$ cat src/hw/rtl/gfa_pkg.sv
// ----------------------------------------------------------------------------
// gfa_pkg
// types and constants shared by the 2d gravity force accumulator
// ----------------------------------------------------------------------------
package gfa_pkg;

  typedef struct packed {
    logic signed [15:0] self_x;
    logic signed [15:0] self_y;
    logic [15:0]        self_mass;
    logic signed [15:0] other_x;
    logic signed [15:0] other_y;
    logic [15:0]        other_mass;
    logic               is_self;
    logic               last_body;
  } in_item_t;

  typedef struct packed {
    logic signed [31:0] force_x;
    logic signed [31:0] force_y;
    logic               coincident_seen;
    logic               saturated;
  } out_item_t;

  localparam logic signed [40:0] TERM_MAX = 41'sd549755813887;
  localparam logic signed [40:0] TERM_MIN = -41'sd549755813888;
  localparam logic signed [39:0] OUT_MAX  = 40'sd2147483647;
  localparam logic signed [39:0] OUT_MIN  = -40'sd2147483648;
  localparam logic [31:0]        GRAV_RESET = 32'd65536;
  localparam logic [38:0]        MAG_MAX = {39{1'b1}};

endpackage

$ cat src/hw/rtl/gfa_mul.sv
// ----------------------------------------------------------------------------
// gfa_mul
// shared unsigned multiplier, 33 x 32 bits, registered product
// ----------------------------------------------------------------------------
module gfa_mul (
  input  logic        clk,
  input  logic [32:0] a,
  input  logic [31:0] b,
  output logic [64:0] p
);

  always_ff @(posedge clk) begin
    p <= 65'(a) * 65'(b);
  end

endmodule

$ cat src/hw/rtl/gravity_force_accumulator_2d.sv
// ----------------------------------------------------------------------------
// gravity_force_accumulator_2d
// net 2d newtonian pull on one body, accumulated over a run of pair items
// ----------------------------------------------------------------------------
// each input item on in_valid/in_ready pairs a target body with one other
// body. the pull g*m1*m2*d/|d|^3 is added to running 40-bit sums. on the item
// with last_body set, the clipped sums go out on out_valid/out_ready as one
// item and the sums and coincidence flag clear.
// a self item or a coincident pair goes from accept straight to the finish
// step. a full pair runs 5 multiply steps, 17 square root steps, then per
// axis 4 multiply steps, 2 setup steps, a 39-step restoring divide and 1
// accumulate step, then 1 finish step, all on one shared multiplier, with
// separate subtract/compare logic for root and divide. a term that clips
// skips its divide. in_ready is high only while idle. the result of a last
// item is registered at the finish step and sits in an output register, so
// the next run goes on while it waits; a last item stalls at its end only
// while that register is still full. cfg_we writes grav_const at once; the
// user must write grav_const only while idle; the block does not enforce it.
// rst (synchronous) clears sums, flag, output valid and sets g to 1.0.
// ----------------------------------------------------------------------------
module gravity_force_accumulator_2d
  import gfa_pkg::*;
(
  input  logic      clk,
  input  logic      rst,
  input  logic      cfg_we,
  input  logic [31:0] cfg_wdata,
  input  logic      in_valid,
  output logic      in_ready,
  input  in_item_t  in_data,
  output logic      out_valid,
  input  logic      out_ready,
  output out_item_t out_data
);

  typedef enum logic [8:0] {
    S_IDLE   = 9'b000000001,
    S_MULA   = 9'b000000010,
    S_SQRT   = 9'b000000100,
    S_MULB   = 9'b000001000,
    S_DIVCHK = 9'b000010000,
    S_DIVB   = 9'b000100000,
    S_DIV    = 9'b001000000,
    S_ACC    = 9'b010000000,
    S_FIN    = 9'b100000000
  } state_t;

  state_t state;
  logic [2:0]  mstep;
  logic        axis;
  logic [4:0]  sq_cnt;
  logic [5:0]  div_cnt;
  logic [31:0] grav_const;
  logic [15:0] ax, ay, m1, m2;
  logic        neg_x, neg_y, last;
  logic [31:0] sqx;
  logic [32:0] r2;
  logic [63:0] k;
  logic [16:0] root;
  logic [17:0] sq_rem;
  logic [33:0] sq_src;
  logic [49:0] r3;
  logic [47:0] lo, hi;
  logic [79:0] num;
  logic [49:0] drem;
  logic [38:0] dsrc, quo;
  logic        big;
  logic signed [39:0] sum_x, sum_y;
  logic        cflag;

  logic [32:0] mul_a;
  logic [31:0] mul_b;
  logic [64:0] prod;

  gfa_mul u_mul (.clk(clk), .a(mul_a), .b(mul_b), .p(prod));

  logic signed [16:0] dx, dy;
  logic [15:0] aa;
  logic [19:0] sq_remn, sq_trial;
  logic [50:0] dtry;
  logic [38:0] mag;
  logic signed [40:0] term, acc_in, acc_sum;
  logic signed [39:0] acc_clip;
  logic emit;

  function automatic logic signed [31:0] clip32(input logic signed [39:0] v);
    logic signed [31:0] r;
    if (v > OUT_MAX) r = OUT_MAX[31:0];
    else if (v < OUT_MIN) r = OUT_MIN[31:0];
    else r = v[31:0];
    return r;
  endfunction

  assign in_ready = (state == S_IDLE);
  assign dx = {in_data.other_x[15], in_data.other_x} - {in_data.self_x[15], in_data.self_x};
  assign dy = {in_data.other_y[15], in_data.other_y} - {in_data.self_y[15], in_data.self_y};
  assign aa = axis ? ay : ax;

  always_comb begin
    mul_a = '0;
    mul_b = '0;
    case (state)
      S_MULA: begin
        case (mstep)
          3'd0: begin mul_a = 33'(ax); mul_b = 32'(ax); end
          3'd1: begin mul_a = 33'(ay); mul_b = 32'(ay); end
          3'd2: begin mul_a = 33'(m1); mul_b = 32'(m2); end
          default: begin mul_a = 33'(prod[31:0]); mul_b = grav_const; end
        endcase
      end
      S_MULB: begin
        case (mstep)
          3'd0: begin mul_a = r2; mul_b = 32'(root); end
          3'd1: begin mul_a = 33'(k[31:0]); mul_b = 32'(aa); end
          default: begin mul_a = 33'(k[63:32]); mul_b = 32'(aa); end
        endcase
      end
      default: begin
        mul_a = '0;
        mul_b = '0;
      end
    endcase
  end

  always_comb begin
    sq_remn  = {sq_rem, sq_src[33:32]};
    sq_trial = {1'b0, root, 2'b01};
    dtry     = {drem, dsrc[38]};
    mag      = big ? MAG_MAX : quo;
    term     = $signed({2'b00, mag});
    acc_in   = (axis ? neg_y : neg_x) ? -term : term;
    acc_sum  = (axis ? {sum_y[39], sum_y} : {sum_x[39], sum_x}) + acc_in;
    if (acc_sum > TERM_MAX) acc_clip = TERM_MAX[39:0];
    else if (acc_sum < TERM_MIN) acc_clip = TERM_MIN[39:0];
    else acc_clip = acc_sum[39:0];
    emit = (state == S_FIN) && last && (!out_valid || out_ready);
  end

  always_ff @(posedge clk) begin
    if (rst) begin
      state      <= S_IDLE;
      mstep      <= '0;
      axis       <= 1'b0;
      sq_cnt     <= '0;
      div_cnt    <= '0;
      grav_const <= GRAV_RESET;
      sum_x      <= '0;
      sum_y      <= '0;
      cflag      <= 1'b0;
      out_valid  <= 1'b0;
    end else begin
      if (cfg_we) grav_const <= cfg_wdata;
      if (out_valid && out_ready) out_valid <= 1'b0;
      case (state)
        S_IDLE: begin
          if (in_valid) begin
            ax    <= dx[16] ? 16'(-dx) : dx[15:0];
            ay    <= dy[16] ? 16'(-dy) : dy[15:0];
            neg_x <= dx[16];
            neg_y <= dy[16];
            m1    <= in_data.self_mass;
            m2    <= in_data.other_mass;
            last  <= in_data.last_body;
            mstep <= '0;
            axis  <= 1'b0;
            if (in_data.is_self) begin
              state <= S_FIN;
            end else if (dx == 17'sd0 && dy == 17'sd0) begin
              cflag <= 1'b1;
              state <= S_FIN;
            end else begin
              state <= S_MULA;
            end
          end
        end
        S_MULA: begin
          mstep <= mstep + 3'd1;
          case (mstep)
            3'd1: sqx <= prod[31:0];
            3'd2: r2 <= {1'b0, sqx} + {1'b0, prod[31:0]};
            3'd4: begin
              k      <= prod[63:0];
              sq_src <= {1'b0, r2};
              root   <= '0;
              sq_rem <= '0;
              sq_cnt <= '0;
              state  <= S_SQRT;
            end
            default: ;
          endcase
        end
        S_SQRT: begin
          if (sq_remn >= sq_trial) begin
            sq_rem <= 18'(sq_remn - sq_trial);
            root   <= {root[15:0], 1'b1};
          end else begin
            sq_rem <= sq_remn[17:0];
            root   <= {root[15:0], 1'b0};
          end
          sq_src <= {sq_src[31:0], 2'b00};
          sq_cnt <= sq_cnt + 5'd1;
          if (sq_cnt == 5'd16) begin
            mstep <= '0;
            state <= S_MULB;
          end
        end
        S_MULB: begin
          mstep <= mstep + 3'd1;
          case (mstep)
            3'd1: r3 <= prod[49:0];
            3'd2: lo <= prod[47:0];
            3'd3: begin
              hi    <= prod[47:0];
              state <= S_DIVCHK;
            end
            default: ;
          endcase
        end
        S_DIVCHK: begin
          num   <= {hi, 32'b0} + 80'(lo);
          state <= S_DIVB;
        end
        S_DIVB: begin
          big     <= (num[79:25] >= {5'b0, r3});
          drem    <= num[74:25];
          dsrc    <= {num[24:0], 14'b0};
          quo     <= '0;
          div_cnt <= '0;
          state   <= (num[79:25] >= {5'b0, r3}) ? S_ACC : S_DIV;
        end
        S_DIV: begin
          if (dtry >= {1'b0, r3}) begin
            drem <= 50'(dtry - {1'b0, r3});
            quo  <= {quo[37:0], 1'b1};
          end else begin
            drem <= dtry[49:0];
            quo  <= {quo[37:0], 1'b0};
          end
          dsrc    <= {dsrc[37:0], 1'b0};
          div_cnt <= div_cnt + 6'd1;
          if (div_cnt == 6'd38) state <= S_ACC;
        end
        S_ACC: begin
          if (axis) begin
            sum_y <= acc_clip;
            state <= S_FIN;
          end else begin
            sum_x <= acc_clip;
            axis  <= 1'b1;
            mstep <= '0;
            state <= S_MULB;
          end
        end
        S_FIN: begin
          if (!last) begin
            state <= S_IDLE;
          end else if (emit) begin
            out_valid                <= 1'b1;
            out_data.force_x         <= clip32(sum_x);
            out_data.force_y         <= clip32(sum_y);
            out_data.coincident_seen <= cflag;
            out_data.saturated       <= (sum_x > OUT_MAX) || (sum_x < OUT_MIN) ||
                                        (sum_y > OUT_MAX) || (sum_y < OUT_MIN);
            sum_x <= '0;
            sum_y <= '0;
            cflag <= 1'b0;
            state <= S_IDLE;
          end
        end
        default: state <= S_IDLE;
      endcase
    end
  end

`ifndef NO_ASSERTIONS
  a_busy_after_accept: assert property (@(posedge clk) disable iff (rst)
    in_valid && in_ready |=> !in_ready)
    else $error("ready held after accept");
  a_div_bound: assert property (@(posedge clk) disable iff (rst)
    state == S_DIV |-> div_cnt <= 6'd38)
    else $error("divide ran past quotient width");
  a_emit_clears: assert property (@(posedge clk) disable iff (rst)
    emit |=> out_valid && sum_x == 40'sd0 && sum_y == 40'sd0 && !cflag)
    else $error("run state not cleared on emit");
`endif

endmodule

$ cat config.mk
export PLATFORM = sky130hd
export DESIGN_NAME = gravity_force_accumulator_2d
export DESIGN_NICKNAME = d
export VERILOG_FILES = /design/src/hw/rtl/gfa_pkg.sv /design/src/hw/rtl/gfa_mul.sv /design/src/hw/rtl/gravity_force_accumulator_2d.sv
export SDC_FILE = /design/constraint.sdc
export NUM_CORES = 2
export LEC_CHECK = 0
export BUFFER_PORTS_ARGS = -buffer_cell sky130_fd_sc_hd__buf_2
export CAP_MARGIN = 20
export CORE_ASPECT_RATIO = 1.25
export CORE_UTILIZATION = 45
export CTS_CLUSTER_SIZE = 14
export DETAILED_ROUTE_END_ITERATION = 16
export SKIP_CTS_REPAIR_TIMING = 1
export SYNTH_ARGS = -nofsm -noshare
export SYNTH_HDL_FRONTEND = slang
export SYNTH_SLANG_ARGS = --single-unit
$ cat constraint.sdc
create_clock -name clk -period 24.2 [get_ports clk]
set_input_delay 1.21 -clock clk [delete_from_list [all_inputs] [get_ports clk]]
set_output_delay 1.21 -clock clk [all_outputs]
set_load 0.02 [all_outputs]
==> results by group <==
Outcome
  – Status: finished clean

CTS
  – Max clock buf depth: 3
  – CTS tree: yes
  – Clock sink count: 874
  – Number of H-tree levels: 3
  – Clk_lat worst skew: 760 ps
  – Clock-pin slew on the worst setup and hold paths: 70 ps
  – Num CTS Buffers: 93
  – Root Driver: clkbuf_16

STA
  – RSZ-0062 raised after global routing: no
  – Fin Setup TNS: 0 ps
  – Least-Margin Pin Slew: 1140 ps
  – Final Cycle Share: 47.9%
  – Hold Fails Final Rpt: 0
  – Post-route minimum period: 11,600 ps
  – Slew Limit Fails: 0
  – Final Skew: 62.6 ps
  – Worst slew margin: 23.8%
  – Final setup fails: 0
  – Fmax achieved: 86.2 MHz

Setup path
  – R2R cell count: 33
  – FF-to-FF End: u_mul.p[59]$_DFF_P_
  – CP dominant cell by count: fa_1
  – CP arrival: 12,210 ps
  – Reg-to-Reg Start: state[5]$_SDFFE_PP0P_
  – Start-to-end type of the worst setup path: register to register
  – Worst R2R Setup Slack: 12,600 ps
  – CP startpoint kind: register
  – Slowest stage delay, CP: 820 ps
  – WP data required: 24,810 ps
  – Crit path max fanout: 70
  – CP Capture Type: register
  – CP Launch Point: state[5]$_SDFFE_PP0P_
  – Slowest CP cell: a221oi_1

Layout
  – Multi-input logic area: 49,100 sq um
  – Flip-flop and latch area: 24,200 sq um
  – Share of layout cells above drive strength 1: 8.76%
  – Non-filler cells, final: 10,600
  – Filler cells: 16,400
  – Final core occ: 49.5%
  – Area Overhead vs Synth: 8.93%
  – Fin nets: 9,796

Hold path
  – Hold wc startpoint: lo[12]$_DFFE_PP_
  – Class of the most critical hold timing path: register to register
  – Hold Path Stages: 0
  – Worst Hold Path EP: num[12]$_DFFE_PP_

Drt
  – Total Routed Length: 260 mm
  – Vias: 60,700
  – DR vias/cell: 5.71
  – Detailed Routing Iterations Pass 1: 8
  – DRT iter0 DRCs: 5,572
  – DRT antenna net count: 0
  – # DRC: 0
  – Routed len/inst: 24.4 um

Job
  – Max-cap viol count: 0

Pwr
  – PD cells: 39.9 nW/um^2
  – Leakage: 38.2 nW
  – Max IR drop VDD: 0.0000553 V
  – Total power draw: 0.00344 W

Logic synthesis
  – Synth top area share: 25.5%
  – Count of different cell masters after synthesis: 99
  – Post-Syn Area: 79,100 sq um
  – Async set-reset flop share out of synthesis: 0%
  – Sequential share of the synthesized area: 30.6%
  – Primary FF master, synth: edfxtp_1
  – Cell type with the largest total area after synthesis: edfxtp_1
  – Syn Area/Cell: 9.70 sq um
  – Synth Instances: 8,157
  – Post-synth EDFFs: 672
  – Synth area leaders: edfxtp_1 (26%), fa_1 (24%), ha_1 (8.0%), inv_1 (5.7%), dfxtp_1 (5.1%)
  – Flop and latch count out of synthesis: 874
  – Synth warn: 0

Die
  – Row cnt: 171
  – # IOs: 203
  – Die height: 471 um
  – Initial core utilization: 45.4%
  – Die area: 178,000 sq um
  – CORE AREA: 174,000 sq um
  – Chip width: 377 um

GRT
  – GRT overflow: 0
  – First-pass GRT wire length: 390 mm
  – Pin count of the biggest net entering global routing: 83
  – GRT Util Overall: 29.6%
  – Vias in the first global route: 62,000
  – Initial antenna violation count: 11

Placed design
  – Port Buffers: 202
  – Placed insts: 10,500
  – GPL Wtd Cong: 0.995
  – Hpwl dp: 201 mm
## routing by layer
metal | part of all wire (%) | track usage (%) | up-vias | routed length (um)
li1 | - | - | 26900 | -
met1 | 38 | 37.0 | 30400 | 100000
met2 | 46 | 47.9 | 2647 | 120000
met3 | 8.5 | 5.42 | 686 | 22200
met4 | 6.8 | 16.9 | 4 | 17600
met5 | 0.0085 | 0 | - | 22
## cell families after synthesis
logic type,after synthesis,share of synthesized area (%)
AO/OA/AOI/OAI,1355,11.6
XOR/XNOR,302,3.34
adder cells (fa/ha/maj),1440,31.6
buffers and inverters,1600,7.71
flip-flops,874,30.6
multiplexers,130,1.71
other,2,0.00949
AND/OR/NAND/NOR,2454,13.5
## per-stage QoR
| stage | instance area [sq um] | hold WS [ps] | worst slack [ps] |
|---|---|---|---|
| 6_report | 86200 | 401 | 12600 |
| 5_1_grt | 86200 | 406 | 12080 |
| 4_1_cts | 86200 | 404 | 12590 |
| 3_5_place_dp | 82900 | 389 | 12680 |
| 3_3_place_gp | 82900 | 388 | 12780 |
| 2_1_floorplan | 79200 | 386 | 13650 |
## cells in the final DEF (no fill, tap or decap), types with 23 or more instances in the layout
cell type  count
a211oi_1      45
a211oi_2      64
a21o_1       187
a21oi_1      325
a221o_1       36
a221oi_1      38
a31oi_1       48
and2_1        80
and3_1        37
buf_2        201
buf_4        144
clkbuf_16     95
dfxtp_1      201
edfxtp_1     672
fa_1         931
ha_1         509
inv_1       1209
mux2_2        42
mux2i_1       87
nand2_1      950
nand2_2       31
nand2b_1      42
nand3_1       68
nand4_1       59
nor2_1       923
nor2b_1       41
nor3_1        80
nor4_1        23
o21a_1        52
o21ai_0      278
o21bai_1      50
o22a_1        31
o22ai_1       31
xnor2_1      205
xor2_1        97
## where the power goes
part | switching (W) | leakage [nW] | internal [W]
clock | 0.000666 | 1.57 | 0.000855
combinational | 0.000171 | 28.7 | 0.0000952
sequential | 0.0000235 | 7.92 | 0.00162
total | 0.000861 | 38.2 | 0.00257
## Yosys cell counts, types with 18 or more instances
library cell and count:
clkbuf_1 340, buf_1 36, a21o_1 187, nand2_2 30
nor2b_1 44, a21oi_1 327, o22a_1 31, o21ai_1 18
edfxtp_1 672, mux2_2 42, fa_1 931, xnor2_1 205
o21ai_0 281, a221oi_1 38, o21a_1 52, mux2i_1 88
a211oi_2 64, nand2b_1 42, a31oi_1 48, and3_1 37
nand4_1 59, ha_1 509, a211oi_1 45, nor2_1 928
o22ai_1 36, nand2_1 951, dfxtp_1 202, inv_1 1209
a221o_1 36, o211ai_1 21, nor4_1 23, o21bai_1 50
nor3_1 86, nand3_1 69, and2_1 80, xor2_1 97
## cell type report
class                      instances  area share, %
sequential                       874           28.1
antenna                            3        0.00871
clock inverter                    56          0.772
tap                             2335           3.39
inverter                        1210           5.27
timing repair buffer             347           2.45
multi-input combinational       5695           57.0
clock buffer                     120           3.01
## worst max-delay path by stage
stage,end,slack [ps],cells past startpoint
2_1_floorplan,num[0]$_DFFE_PP_,13650,3
3_3_place_gp,u_mul.p[59]$_DFF_P_,12780,33
3_5_place_dp,u_mul.p[59]$_DFF_P_,12680,34
4_1_cts,u_mul.p[59]$_DFF_P_,12590,33
5_1_grt,u_mul.p[59]$_DFF_P_,12080,33
6_report,u_mul.p[59]$_DFF_P_,12600,33
## state kept, by name, indices dropped and copies added, names as in the netlist, 25 cells and up
signal      flops
quo            39
drem           50
hi             48
r2             33
sq_src         34
u_mul.p        64
r3             50
dsrc           25
lo             48
sum_y          40
num            80
grav_const     32
sqx            32
out_data       66
k              64
sum_x          40
## critical path, delay by kind of cell, from the launching register on
family,cells,cell delay (ps)
buf+inv,8,1650
compound gates,10,3390
fa+ha+maj,9,4540
xor+xnor,1,140
flops,1,370
simple gates,5,1260
No activity file was read; power rests on OpenSTA's default activity.
